### config.mk
export PLATFORM = sky130hd
export DESIGN_NAME = tnsgd_merge
export DESIGN_NICKNAME = d
export VERILOG_FILES = /design/src/rtl/tnsgd_pkg.sv /design/src/rtl/tnsgd_merge.sv
export SDC_FILE = /design/constraint.sdc
export NUM_CORES = 1
export LEC_CHECK = 0
export BUFFER_PORTS_ARGS = -buffer_cell sky130_fd_sc_hd__buf_2
export CORE_AREA = 3 3 210 212
export CTS_BUF_LIST = sky130_fd_sc_hd__clkbuf_8 sky130_fd_sc_hd__clkbuf_16
export CTS_CLUSTER_SIZE = 14
export DETAILED_ROUTE_END_ITERATION = 8
export DIE_AREA = 0 0 213 215
export GPL_TIMING_DRIVEN = 0
export PLACE_DENSITY_LB_ADDON = 0.3
export SLEW_MARGIN = 20
export SYNTH_ARGS = -nofsm -noshare
export SYNTH_HDL_FRONTEND = slang
export SYNTH_SLANG_ARGS = --single-unit
### constraint.sdc
create_clock -name clk -period 9.53 [get_ports clk]
set_input_delay 1.906 -clock clk [delete_from_list [all_inputs] [get_ports clk]]
set_output_delay 1.906 -clock clk [all_outputs]
set_load 0.05 [all_outputs]
### src/rtl/tnsgd_pkg.sv
// tnsgd_pkg: shared types, constants and helpers of the tanh neuron sgd trainer
// used by every file in rtl/, depends on nothing

package tnsgd_pkg;

  localparam int NUM_FEATURES_DEF = 4096;
  localparam int LANES_DEF        = 32;
  localparam int TANH_ENTRIES_DEF = 1024;
  localparam int CHUNK_BITS       = 32;
  localparam int WEIGHT_W         = 16;
  localparam int SUM_W            = 32;
  localparam int LR_W             = 15;
  localparam int TAB_W            = 15;

  localparam logic [LR_W-1:0]            LR_RESET = 15'd19661;
  localparam logic signed [WEIGHT_W-1:0] IW_RESET = 16'sd0;

  typedef enum logic [1:0] {
    OP_PREDICT = 2'd0,
    OP_TRAIN   = 2'd1,
    OP_FILL    = 2'd2,
    OP_NONE    = 2'd3
  } opcode_t;

  typedef enum logic {
    REG_LEARNING_RATE  = 1'b0,
    REG_INITIAL_WEIGHT = 1'b1
  } cfg_reg_t;

  typedef enum logic [3:0] {
    ST_CLR, ST_IDLE, ST_RD, ST_SUM, ST_ACC, ST_ACT, ST_ROM, ST_TLU,
    ST_MA, ST_MB, ST_MC, ST_MD, ST_ME, ST_TRD, ST_TWR, ST_OUT
  } state_t;

  typedef struct packed {
    logic wr_fill;
    logic wr_upd;
    logic bit_set;
  } lane_ctl_t;

  // shift-subtract divider, elaboration time only
  function automatic logic [63:0] udiv(input logic [63:0] num, input logic [63:0] den);
    logic [63:0] q;
    logic [64:0] rem;
    q   = '0;
    rem = '0;
    for (int i = 63; i >= 0; i--) begin
      rem = {rem[63:0], num[i]};
      if (rem >= {1'b0, den}) begin
        rem  = rem - {1'b0, den};
        q[i] = 1'b1;
      end
    end
    return q;
  endfunction

endpackage

### src/rtl/tnsgd_merge.sv
// tnsgd_merge: registered adder tree that merges the lane contributions
// depends on tnsgd_pkg

module tnsgd_merge #(
  parameter int LANES = tnsgd_pkg::LANES_DEF
) (
  input  logic                                 clk,
  input  logic signed [tnsgd_pkg::WEIGHT_W-1:0] vals [LANES],
  output logic signed [tnsgd_pkg::SUM_W-1:0]    sum_r
);

  localparam int LVL = (LANES > 1) ? $clog2(LANES) : 0;
  localparam int N2  = 1 << LVL;

  logic signed [tnsgd_pkg::SUM_W-1:0] node [LVL+1][N2];

  always_comb begin
    for (int lv = 0; lv <= LVL; lv++) begin
      for (int i = 0; i < N2; i++) begin
        node[lv][i] = '0;
      end
    end
    for (int i = 0; i < LANES; i++) begin
      node[0][i] = tnsgd_pkg::SUM_W'(vals[i]);
    end
    for (int lv = 1; lv <= LVL; lv++) begin
      for (int i = 0; i < (N2 >> lv); i++) begin
        node[lv][i] = node[lv-1][2*i] + node[lv-1][2*i+1];
      end
    end
  end

  always_ff @(posedge clk) begin
    sum_r <= node[LVL][0];
  end

endmodule

==> run_results.csv <==
group,metric,value,unit
global_route,gr-usage-all-layers,18.1,%
clocking,cts_setup_buffers,0,
drt,drt_pass1_iterations,4,
synthesis,mappedNetlistNets,2395,
drt,drc_errors,0,
timing,worstMarginPinSlew,0.381,ns
die,placementRows,75,
hold_path,class_of_the_tightest_hold_or_removal_check,"input pin to register",
global_route,grt_overflow,0,
synthesis,synth_enable_flop_cells,0,
setup_path,crit_arrival,8.25,ns
final_layout,largest_reg_flops,21,
drt,detail-route-antenna-nets,0,
timing,grt_setup_unrepaired,"no",
place,io_buffers,544,
global_route,grt_pass1_wl,63.2,mm
timing,finalSetupTns,0,ns
setup_path,category_of_the_worst_setup_path_capture_point,"register",
final_layout,largest_registers,"sum_r x21",
clocking,clock-sinks,21,
die,area_inside_the_core_boundary,42100,µm²
timing,final_hold_viol_count,0,
timing,maxClockFrequency,123,MHz
setup_path,critPathLaunchType,"input pin",
die,fp.dieArea,45800,µm²
timing,finalSetupViolCount,0,
synthesis,seq_area_frac_synth,2.97,%
drt,detail_route.iter0.violations,248,
timing,report.final.slew_viol_count,0,
clocking,ctsHtreeMaxLevel,1,
outcome,status,"finished clean",
synthesis,ys_async_sr_fraction,0,%
final_layout,mostFrequentLayoutCells,"sky130_fd_sc_hd__inv_1 (679), sky130_fd_sc_hd__buf_2 (544), sky130_fd_sc_hd__fa_1 (499)",
place,detailedPlacementHpwl,40.7,mm
drt,post_drt_via_cell_ratio,4.06,
global_route,grt_max_degree,13,
die,horiz_die_dim,213,µm
synthesis,synthDistinctLibCells,39,
drt,wirelength,40.4,mm
drt,num_vias,9915,
final_layout,post_route_cells_drive_above_1_share,29.6,%
synthesis,netlist_area,14200,µm²
clocking,cts.hold.buffers_added,0,
final_layout,area_growth,24.7,%
clocking,ctsResizeCount,0,
timing,holdWs,2.06,ns
clocking,path_clk_slew,0.06,ns
setup_path,timing_worst_setup_path_type,"input pin to register",
clocking,cts_tree,"yes",
place,globalplace.congestion,0.881,
synthesis,syn-instance-count,1346,
synthesis,ys.flop_type,"sky130_fd_sc_hd__dfxtp_1",
clocking,root_buffer,"sky130_fd_sc_hd__clkbuf_16",
final_layout,finish.net_count,2944,
timing,max_slew_margin,74.3,%
clocking,clockBufferDepth,2,
final_layout,fillers,4154,
global_route,first_global_vias,12000,
timing,period_share,85.3,%
setup_path,cp_max_fo,5,
die,io_pins,545,
final_layout,layout.cells.most_common,"sky130_fd_sc_hd__inv_1",
setup_path,timing.critical_path.required,9.64,ns
final_layout,largest_register,"sum_r",
clocking,cts_inserted_buffers,3,
die,die_y,215,µm
timing,layout_min_cycle_time,8.13,ns
die,floorplan.initialDensity,33.6,%
flow_run,max_cap_viols,0,
synthesis,ys_ff_latch,21,
global_route,antenna_found_initial,14,
drt,routed_wire_length_per_instance,16.6,µm
synthesis,synthesis.yosys.warnings,0,
synthesis,synth.avg_cell_area,10.5,µm²
[final timing paths]
kind / start / to / slack, ns / cells after the start
min: vals[496] / sum_r[1]$_DFF_P_ / 2.06 / 3
max: vals[338] / sum_r[20]$_DFF_P_ / 1.40 / 22
[Yosys cell counts (5+ instances only)]
cell type,instances,area share (%)
sky130_fd_sc_hd__a21o_1,5,0.26
sky130_fd_sc_hd__a21oi_1,12,0.42
sky130_fd_sc_hd__buf_4,11,0.58
sky130_fd_sc_hd__dfxtp_1,21,3.0
sky130_fd_sc_hd__fa_1,499,70
sky130_fd_sc_hd__ha_1,37,3.3
sky130_fd_sc_hd__inv_1,679,18
sky130_fd_sc_hd__nand2_1,9,0.24
sky130_fd_sc_hd__nor2_1,8,0.21
sky130_fd_sc_hd__o21ai_0,5,0.18
sky130_fd_sc_hd__xnor2_1,15,0.93
sky130_fd_sc_hd__xor2_1,5,0.31
[worst max-delay path, cell delays in order]
cell and delay (ns):
sky130_fd_sc_hd__buf_2 0.08, sky130_fd_sc_hd__inv_1 0.05, sky130_fd_sc_hd__fa_1 0.53, sky130_fd_sc_hd__inv_1 0.06, sky130_fd_sc_hd__fa_1 0.54, sky130_fd_sc_hd__inv_1 0.06, sky130_fd_sc_hd__fa_1 0.57, sky130_fd_sc_hd__fa_1 0.45
sky130_fd_sc_hd__fa_1 0.58, sky130_fd_sc_hd__fa_1 0.45, sky130_fd_sc_hd__fa_1 0.52, sky130_fd_sc_hd__fa_1 0.41, sky130_fd_sc_hd__inv_1 0.07, sky130_fd_sc_hd__ha_1 0.17, sky130_fd_sc_hd__inv_1 0.07, sky130_fd_sc_hd__fa_1 0.45
sky130_fd_sc_hd__nand2b_1 0.17, sky130_fd_sc_hd__a21oi_1 0.32, sky130_fd_sc_hd__o22ai_4 0.17, sky130_fd_sc_hd__o311ai_4 0.35, sky130_fd_sc_hd__or4_1 0.17, sky130_fd_sc_hd__nand4_1 0.10
[metrics by stage]
stage	std cells	util, %	setup WS, ns	area (µm²)
after floorplan	1346	-	1.70	14200
after global placement	2429	41.7	1.13	17600
after detailed placement	2429	41.7	1.13	17600
after CTS	2433	41.9	1.33	17700
after global routing	2438	41.9	1.06	17700
final	2441	41.9	1.40	17700
[cell families after synthesis]
| family | share of synthesized area (%) |
|---|---|
| buffers and inverters | 18.6 |
| adders and majority gates | 73.7 |
| AOI/OAI and AO/OA | 2.13 |
| and+or+nand+nor | 1.31 |
| DFF | 2.97 |
| xor gates and xnor gates | 1.24 |
| muxes | 0.0706 |
[metal layers]
layer  part of all wire [%]  GRT usage [%]
met1                     34           20.0
met2                     58           36.7
met3                    5.8           2.67
met4                    1.7           2.91
met5                   0.14              0
[cell type report]
| class | instances | area [µm²] | area share (%) |
|---|---|---|---|
| plain buffers | 11 | 82.6 | 0.467 |
| flip-flops and latches | 21 | 420 | 2.38 |
| clock buffers | 3 | 75.1 | 0.425 |
| multi-input cells | 635 | 11100 | 62.9 |
| well taps | 539 | 674 | 3.82 |
| diodes | 8 | 20.0 | 0.113 |
| clock inverters | 1 | 5.00 | 0.0283 |
| inverters | 679 | 2550 | 14.4 |
| repair buffers | 544 | 2720 | 15.4 |
Power is left out: the tool's default activity adds up to more than one toggle a clock period on the data nets, which glitch-free logic cannot reach.
