$ cat config.mk
export PLATFORM = sky130hd
export DESIGN_NAME = tnsgd_lane
export DESIGN_NICKNAME = d
export VERILOG_FILES = /design/src/rtl/tnsgd_pkg.sv /design/src/rtl/tnsgd_lane.sv
export SDC_FILE = /design/constraint.sdc
export NUM_CORES = 2
export LEC_CHECK = 0
export ABC_AREA = 1
export BUFFER_PORTS_ARGS = -buffer_cell sky130_fd_sc_hd__buf_2
export CORE_MARGIN = 2
export CORE_UTILIZATION = 30
export CTS_CLUSTER_SIZE = 12
export DETAILED_ROUTE_END_ITERATION = 16
export GPL_TIMING_DRIVEN = 0
export RECOVER_POWER = 100
export SKIP_LAST_GASP = 1
export SYNTH_ARGS = -nofsm -noshare
export SYNTH_HDL_FRONTEND = slang
export SYNTH_SLANG_ARGS = --single-unit
$ cat constraint.sdc
create_clock -name clk -period 8.4 [get_ports clk]
set_clock_uncertainty 0.2 [all_clocks]
set_input_delay 0.84 -clock clk [delete_from_list [all_inputs] [get_ports clk]]
set_output_delay 0.84 -clock clk [all_outputs]
set_load 0.01 [all_outputs]
$ cat src/rtl/tnsgd_pkg.sv
// tnsgd_pkg: shared types, constants and helpers of the tanh neuron sgd trainer
// used by every file in rtl/, depends on nothing

package tnsgd_pkg;

  localparam int NUM_FEATURES_DEF = 4096;
  localparam int LANES_DEF        = 32;
  localparam int TANH_ENTRIES_DEF = 1024;
  localparam int CHUNK_BITS       = 32;
  localparam int WEIGHT_W         = 16;
  localparam int SUM_W            = 32;
  localparam int LR_W             = 15;
  localparam int TAB_W            = 15;

  localparam logic [LR_W-1:0]            LR_RESET = 15'd19661;
  localparam logic signed [WEIGHT_W-1:0] IW_RESET = 16'sd0;

  typedef enum logic [1:0] {
    OP_PREDICT = 2'd0,
    OP_TRAIN   = 2'd1,
    OP_FILL    = 2'd2,
    OP_NONE    = 2'd3
  } opcode_t;

  typedef enum logic {
    REG_LEARNING_RATE  = 1'b0,
    REG_INITIAL_WEIGHT = 1'b1
  } cfg_reg_t;

  typedef enum logic [3:0] {
    ST_CLR, ST_IDLE, ST_RD, ST_SUM, ST_ACC, ST_ACT, ST_ROM, ST_TLU,
    ST_MA, ST_MB, ST_MC, ST_MD, ST_ME, ST_TRD, ST_TWR, ST_OUT
  } state_t;

  typedef struct packed {
    logic wr_fill;
    logic wr_upd;
    logic bit_set;
  } lane_ctl_t;

  // shift-subtract divider, elaboration time only
  function automatic logic [63:0] udiv(input logic [63:0] num, input logic [63:0] den);
    logic [63:0] q;
    logic [64:0] rem;
    q   = '0;
    rem = '0;
    for (int i = 63; i >= 0; i--) begin
      rem = {rem[63:0], num[i]};
      if (rem >= {1'b0, den}) begin
        rem  = rem - {1'b0, den};
        q[i] = 1'b1;
      end
    end
    return q;
  endfunction

endpackage

$ cat src/rtl/tnsgd_lane.sv
// tnsgd_lane: one weight bank lane, masked read for the sum and saturating update
// depends on tnsgd_pkg

module tnsgd_lane #(
  parameter int ROWS = tnsgd_pkg::NUM_FEATURES_DEF / tnsgd_pkg::CHUNK_BITS,
  parameter int RW   = (ROWS > 1) ? $clog2(ROWS) : 1
) (
  input  logic                                 clk,
  input  tnsgd_pkg::lane_ctl_t                 ctl,
  input  logic [RW-1:0]                        rd_addr,
  input  logic [RW-1:0]                        wr_addr,
  input  logic signed [tnsgd_pkg::WEIGHT_W-1:0] fill_val,
  input  logic signed [tnsgd_pkg::WEIGHT_W-1:0] delta,
  output logic signed [tnsgd_pkg::WEIGHT_W-1:0] contrib
);

  logic signed [tnsgd_pkg::WEIGHT_W-1:0] mem [ROWS];
  logic signed [tnsgd_pkg::WEIGHT_W-1:0] rdata_r;
  logic signed [tnsgd_pkg::WEIGHT_W+1:0] diff;
  logic signed [tnsgd_pkg::WEIGHT_W-1:0] upd_val;

  always_comb begin
    diff = {{2{rdata_r[tnsgd_pkg::WEIGHT_W-1]}}, rdata_r}
         - {{2{delta[tnsgd_pkg::WEIGHT_W-1]}}, delta};
    if (diff > 18'sd32767) begin
      upd_val = 16'sh7fff;
    end else if (diff < -18'sd32768) begin
      upd_val = 16'sh8000;
    end else begin
      upd_val = diff[tnsgd_pkg::WEIGHT_W-1:0];
    end
    contrib = ctl.bit_set ? rdata_r : '0;
  end

  always_ff @(posedge clk) begin
    rdata_r <= mem[rd_addr];
    if (ctl.wr_fill) begin
      mem[wr_addr] <= fill_val;
    end else if (ctl.wr_upd && ctl.bit_set) begin
      mem[wr_addr] <= upd_val;
    end
  end

endmodule

==> impl_metrics.json <==
{
  "rrSetupSlack_ns": 2.70,
  "synth.top_cells.by_area": "edfxtp_1 73%, nand3_1 12%, nand2_1 10%",
  "combPwrFrac_pct": 9.5,
  "cts_made_buffers": 208,
  "post-cts-setup-buffers": 0,
  "drt_pass1_iterations": 6,
  "drive_above_1_share_pct": 8.51,
  "outcome": "finished with violations",
  "ant_nets": 0,
  "ir_drop_mv": 0.247,
  "synth_compound_area_share_pct": 0.114,
  "post_cts_resized": 0,
  "register_area_um2": 61800,
  "synth-adder-area-share_pct": 0.261,
  "wire_per_inst_um": 29.3,
  "drt_iter0_markers": 10600,
  "viasPerCell": 5.45,
  "yosys.area_share.simple_pct": 22.9,
  "cp-start-kind": "flip-flop",
  "netSwitchingPower_mw": 5.73,
  "clockBufferDepth": 3,
  "min_period_ns": 5.70,
  "hp-class": "in -> reg",
  "stdcell_area_um2": 96500,
  "final_hold_viol_count": 0,
  "io_pins": 66,
  "die-width_um": 534,
  "post-route-period-util_pct": 67.8,
  "max_freq_ghz": 0.175,
  "port_buffers": 59,
  "synth_top_family_by_area": "simple AND/OR/NAND/NOR gates",
  "p_int_mw": 16.8,
  "setup_tns_ns": 0,
  "yosysTopAreaCell": "edfxtp_1",
  "postSynthCellCount": 7103,
  "fp.dieH_um": 534,
  "cts_sinks": 2064,
  "drv_slew": 801,
  "max-slew-margin-rel_pct": -108,
  "ctsHoldBuffers": 0,
  "muxShareOfSynthArea_pct": 0,
  "netlist.area_leader.share_pct": 73.0,
  "grt_max_degree": 102,
  "crit_type": "reg -> reg",
  "grt_pass1_wl_um": 455000,
  "worstPathArrival_ns": 6.01,
  "synth_seq_area_share_pct": 73.4,
  "cts_htree_levels": 4,
  "grt_usage_pct": 22.7,
  "drv_cap": 35,
  "antenna_found_initial": 25,
  "clk_latency_ns": 0.89,
  "ys.warnings.count": 0,
  "grt_pass1_vias": 57400,
  "gp_congestion": 1.07,
  "end_kind": "flip-flop",
  "vias": 62200,
  "syn2layout_area_growth_pct": 14.6,
  "final_util_pct": 34.6,
  "ys_ff_latch": 2064,
  "detailed_place_hpwl_um": 232000,
  "setup_viol": 0,
  "final_common_cell": "nand2_1",
  "critPathMaxFanout": 66,
  "p_leak_nw": 33.8,
  "power_density_nw_per_um2": 233,
  "route.detailed.drc": 0,
  "synth_cell_types": 31,
  "core_area_um2": 279000,
  "tritoncts": "done",
  "final_nets": 7583,
  "place_area_um2": 92600,
  "synth_nets": 7170,
  "sequentialPowerShare_pct": 51.5,
  "path_clk_slew_ns": 0.06,
  "clockRootBuffer": "clkbuf_16",
  "tightestPinTransition_ns": 3.11,
  "netlist_area_um2": 84300,
  "p_clk_share_pct": 39.0,
  "rsz0062_at_grt": "no",
  "p_sw_share_pct": 25.5,
  "drt-total-wl_um": 334000,
  "final_cell_mix": "2250 x nand2_1, 2048 x edfxtp_1, 2028 x nand3_1, 304 x buf_2, 284 x clkbuf_1",
  "grt_overflow_total": 0,
  "rows": 194,
  "synth_xor_area_share_pct": 0.0832,
  "violations": "capacitance limit, slew limit",
  "die_area_um2": 285000,
  "nFillCells": 27400,
  "worst_ep_required_time_ns": 8.71,
  "multi_input_area_um2": 19600,
  "start_util_pct": 30.2,
  "syn_area_per_cell_um2": 11.9
}
[state kept, by name, summed over array words and instances (netlist names)]
name     count
mem       2048
rdata_r     16
[synth_stat cells (all sizes together)]
| library cell | instances |
|---|---|
| a31oi | 1 |
| nand3b | 1 |
| ha | 16 |
| inv | 91 |
| or2 | 1 |
| nor3 | 11 |
| edfxtp | 2048 |
| buf | 382 |
| and2 | 1 |
| nor2 | 148 |
| a21oi | 12 |
| clkbuf | 80 |
| xor2 | 8 |
| nand4 | 3 |
| fa | 1 |
| nand3 | 2028 |
| dfxtp | 16 |
| o21bai | 3 |
| nand2 | 2252 |
[final timing paths]
| kind | startpoint | endpoint | depth (start not counted) |
|---|---|---|---|
| hold reg to reg | mem[124][12]$_DFFE_PP_ | rdata_r[12]$_DFF_P_ | 8 |
| setup / recovery | rdata_r[0]$_DFF_P_ | mem[27][0]$_DFFE_PP_ | 17 |
| setup reg to reg | rdata_r[0]$_DFF_P_ | mem[27][0]$_DFFE_PP_ | 17 |
| hold / removal | wr_addr[2] | mem[75][7]$_DFFE_PP_ | 4 |
[power groups by stage]
stage | clock network [mW] | logic, mW | registers [mW]
6_report | 8.77 | 2.14 | 11.6
5_1_grt | 9.15 | 2.21 | 11.6
4_1_cts | 8.76 | 2.09 | 11.6
3_5_place_dp | 0 | 2.09 | 11.8
3_3_place_gp | 0 | 1.94 | 11.9
2_1_floorplan | 0 | 1.01 | 11.8
[per-layer routing]
metal / GRT usage [%] / routed length (um) / vias to the layer above
met3: 7.09 / 46500 / 950
met2: 34.0 / 144000 / 4743
met4: 12.1 / 21200 / 12
li1: - / - / 26000
met5: 0 / 133 / -
met1: 29.2 / 122000 / 30400
[kinds of logic after synthesis]
family,after synthesis
adders and majority gates,17
buffers and inverters,553
DFF,2064
xor gates and xnor gates,8
and+or+nand+nor,4445
AOI/OAI and AO/OA,16
[worst max-delay path: stages (launching register included)]
cell      delay [ns]
dfxtp_1         0.38
inv_1           0.08
ha_1            0.22
fa_1            0.41
inv_1           0.07
nand2_1         0.05
nand2_1         0.10
nand3_1         0.07
nand2_1         0.16
nand2_1         0.10
nand2_1         0.07
nand2_1         0.09
nand4_1         0.28
clkbuf_1        0.40
nand2_1         0.09
nand2_1         0.07
nand2_1         1.56
buf_16          0.79
[per-stage QoR]
| stage | hold WS (ns) | power, mW | cells | worst slack [ns] |
|---|---|---|---|---|
| after floorplan | 0.554 | 12.8 | 7103 | 1.52 |
| after global placement | 0.815 | 13.9 | 10900 | -4.81 |
| after detailed placement | 0.845 | 13.9 | 11000 | 3.56 |
| after CTS | 0.277 | 22.4 | 11400 | 4.43 |
| after global routing | 0.302 | 22.9 | 11400 | 2.30 |
| final | 0.356 | 22.5 | 11400 | 2.70 |
[layout make-up]
cell class	instances	share of cell area (%)
multi-input combinational	4486	20.3
antenna	16	0.0415
inverter	91	0.356
buffer	462	2.49
sequential	2064	64.0
tap	3724	4.83
timing repair buffer	203	1.47
clock buffer	271	5.64
clock inverter	82	0.794
(Power assumes the default switching activity.)
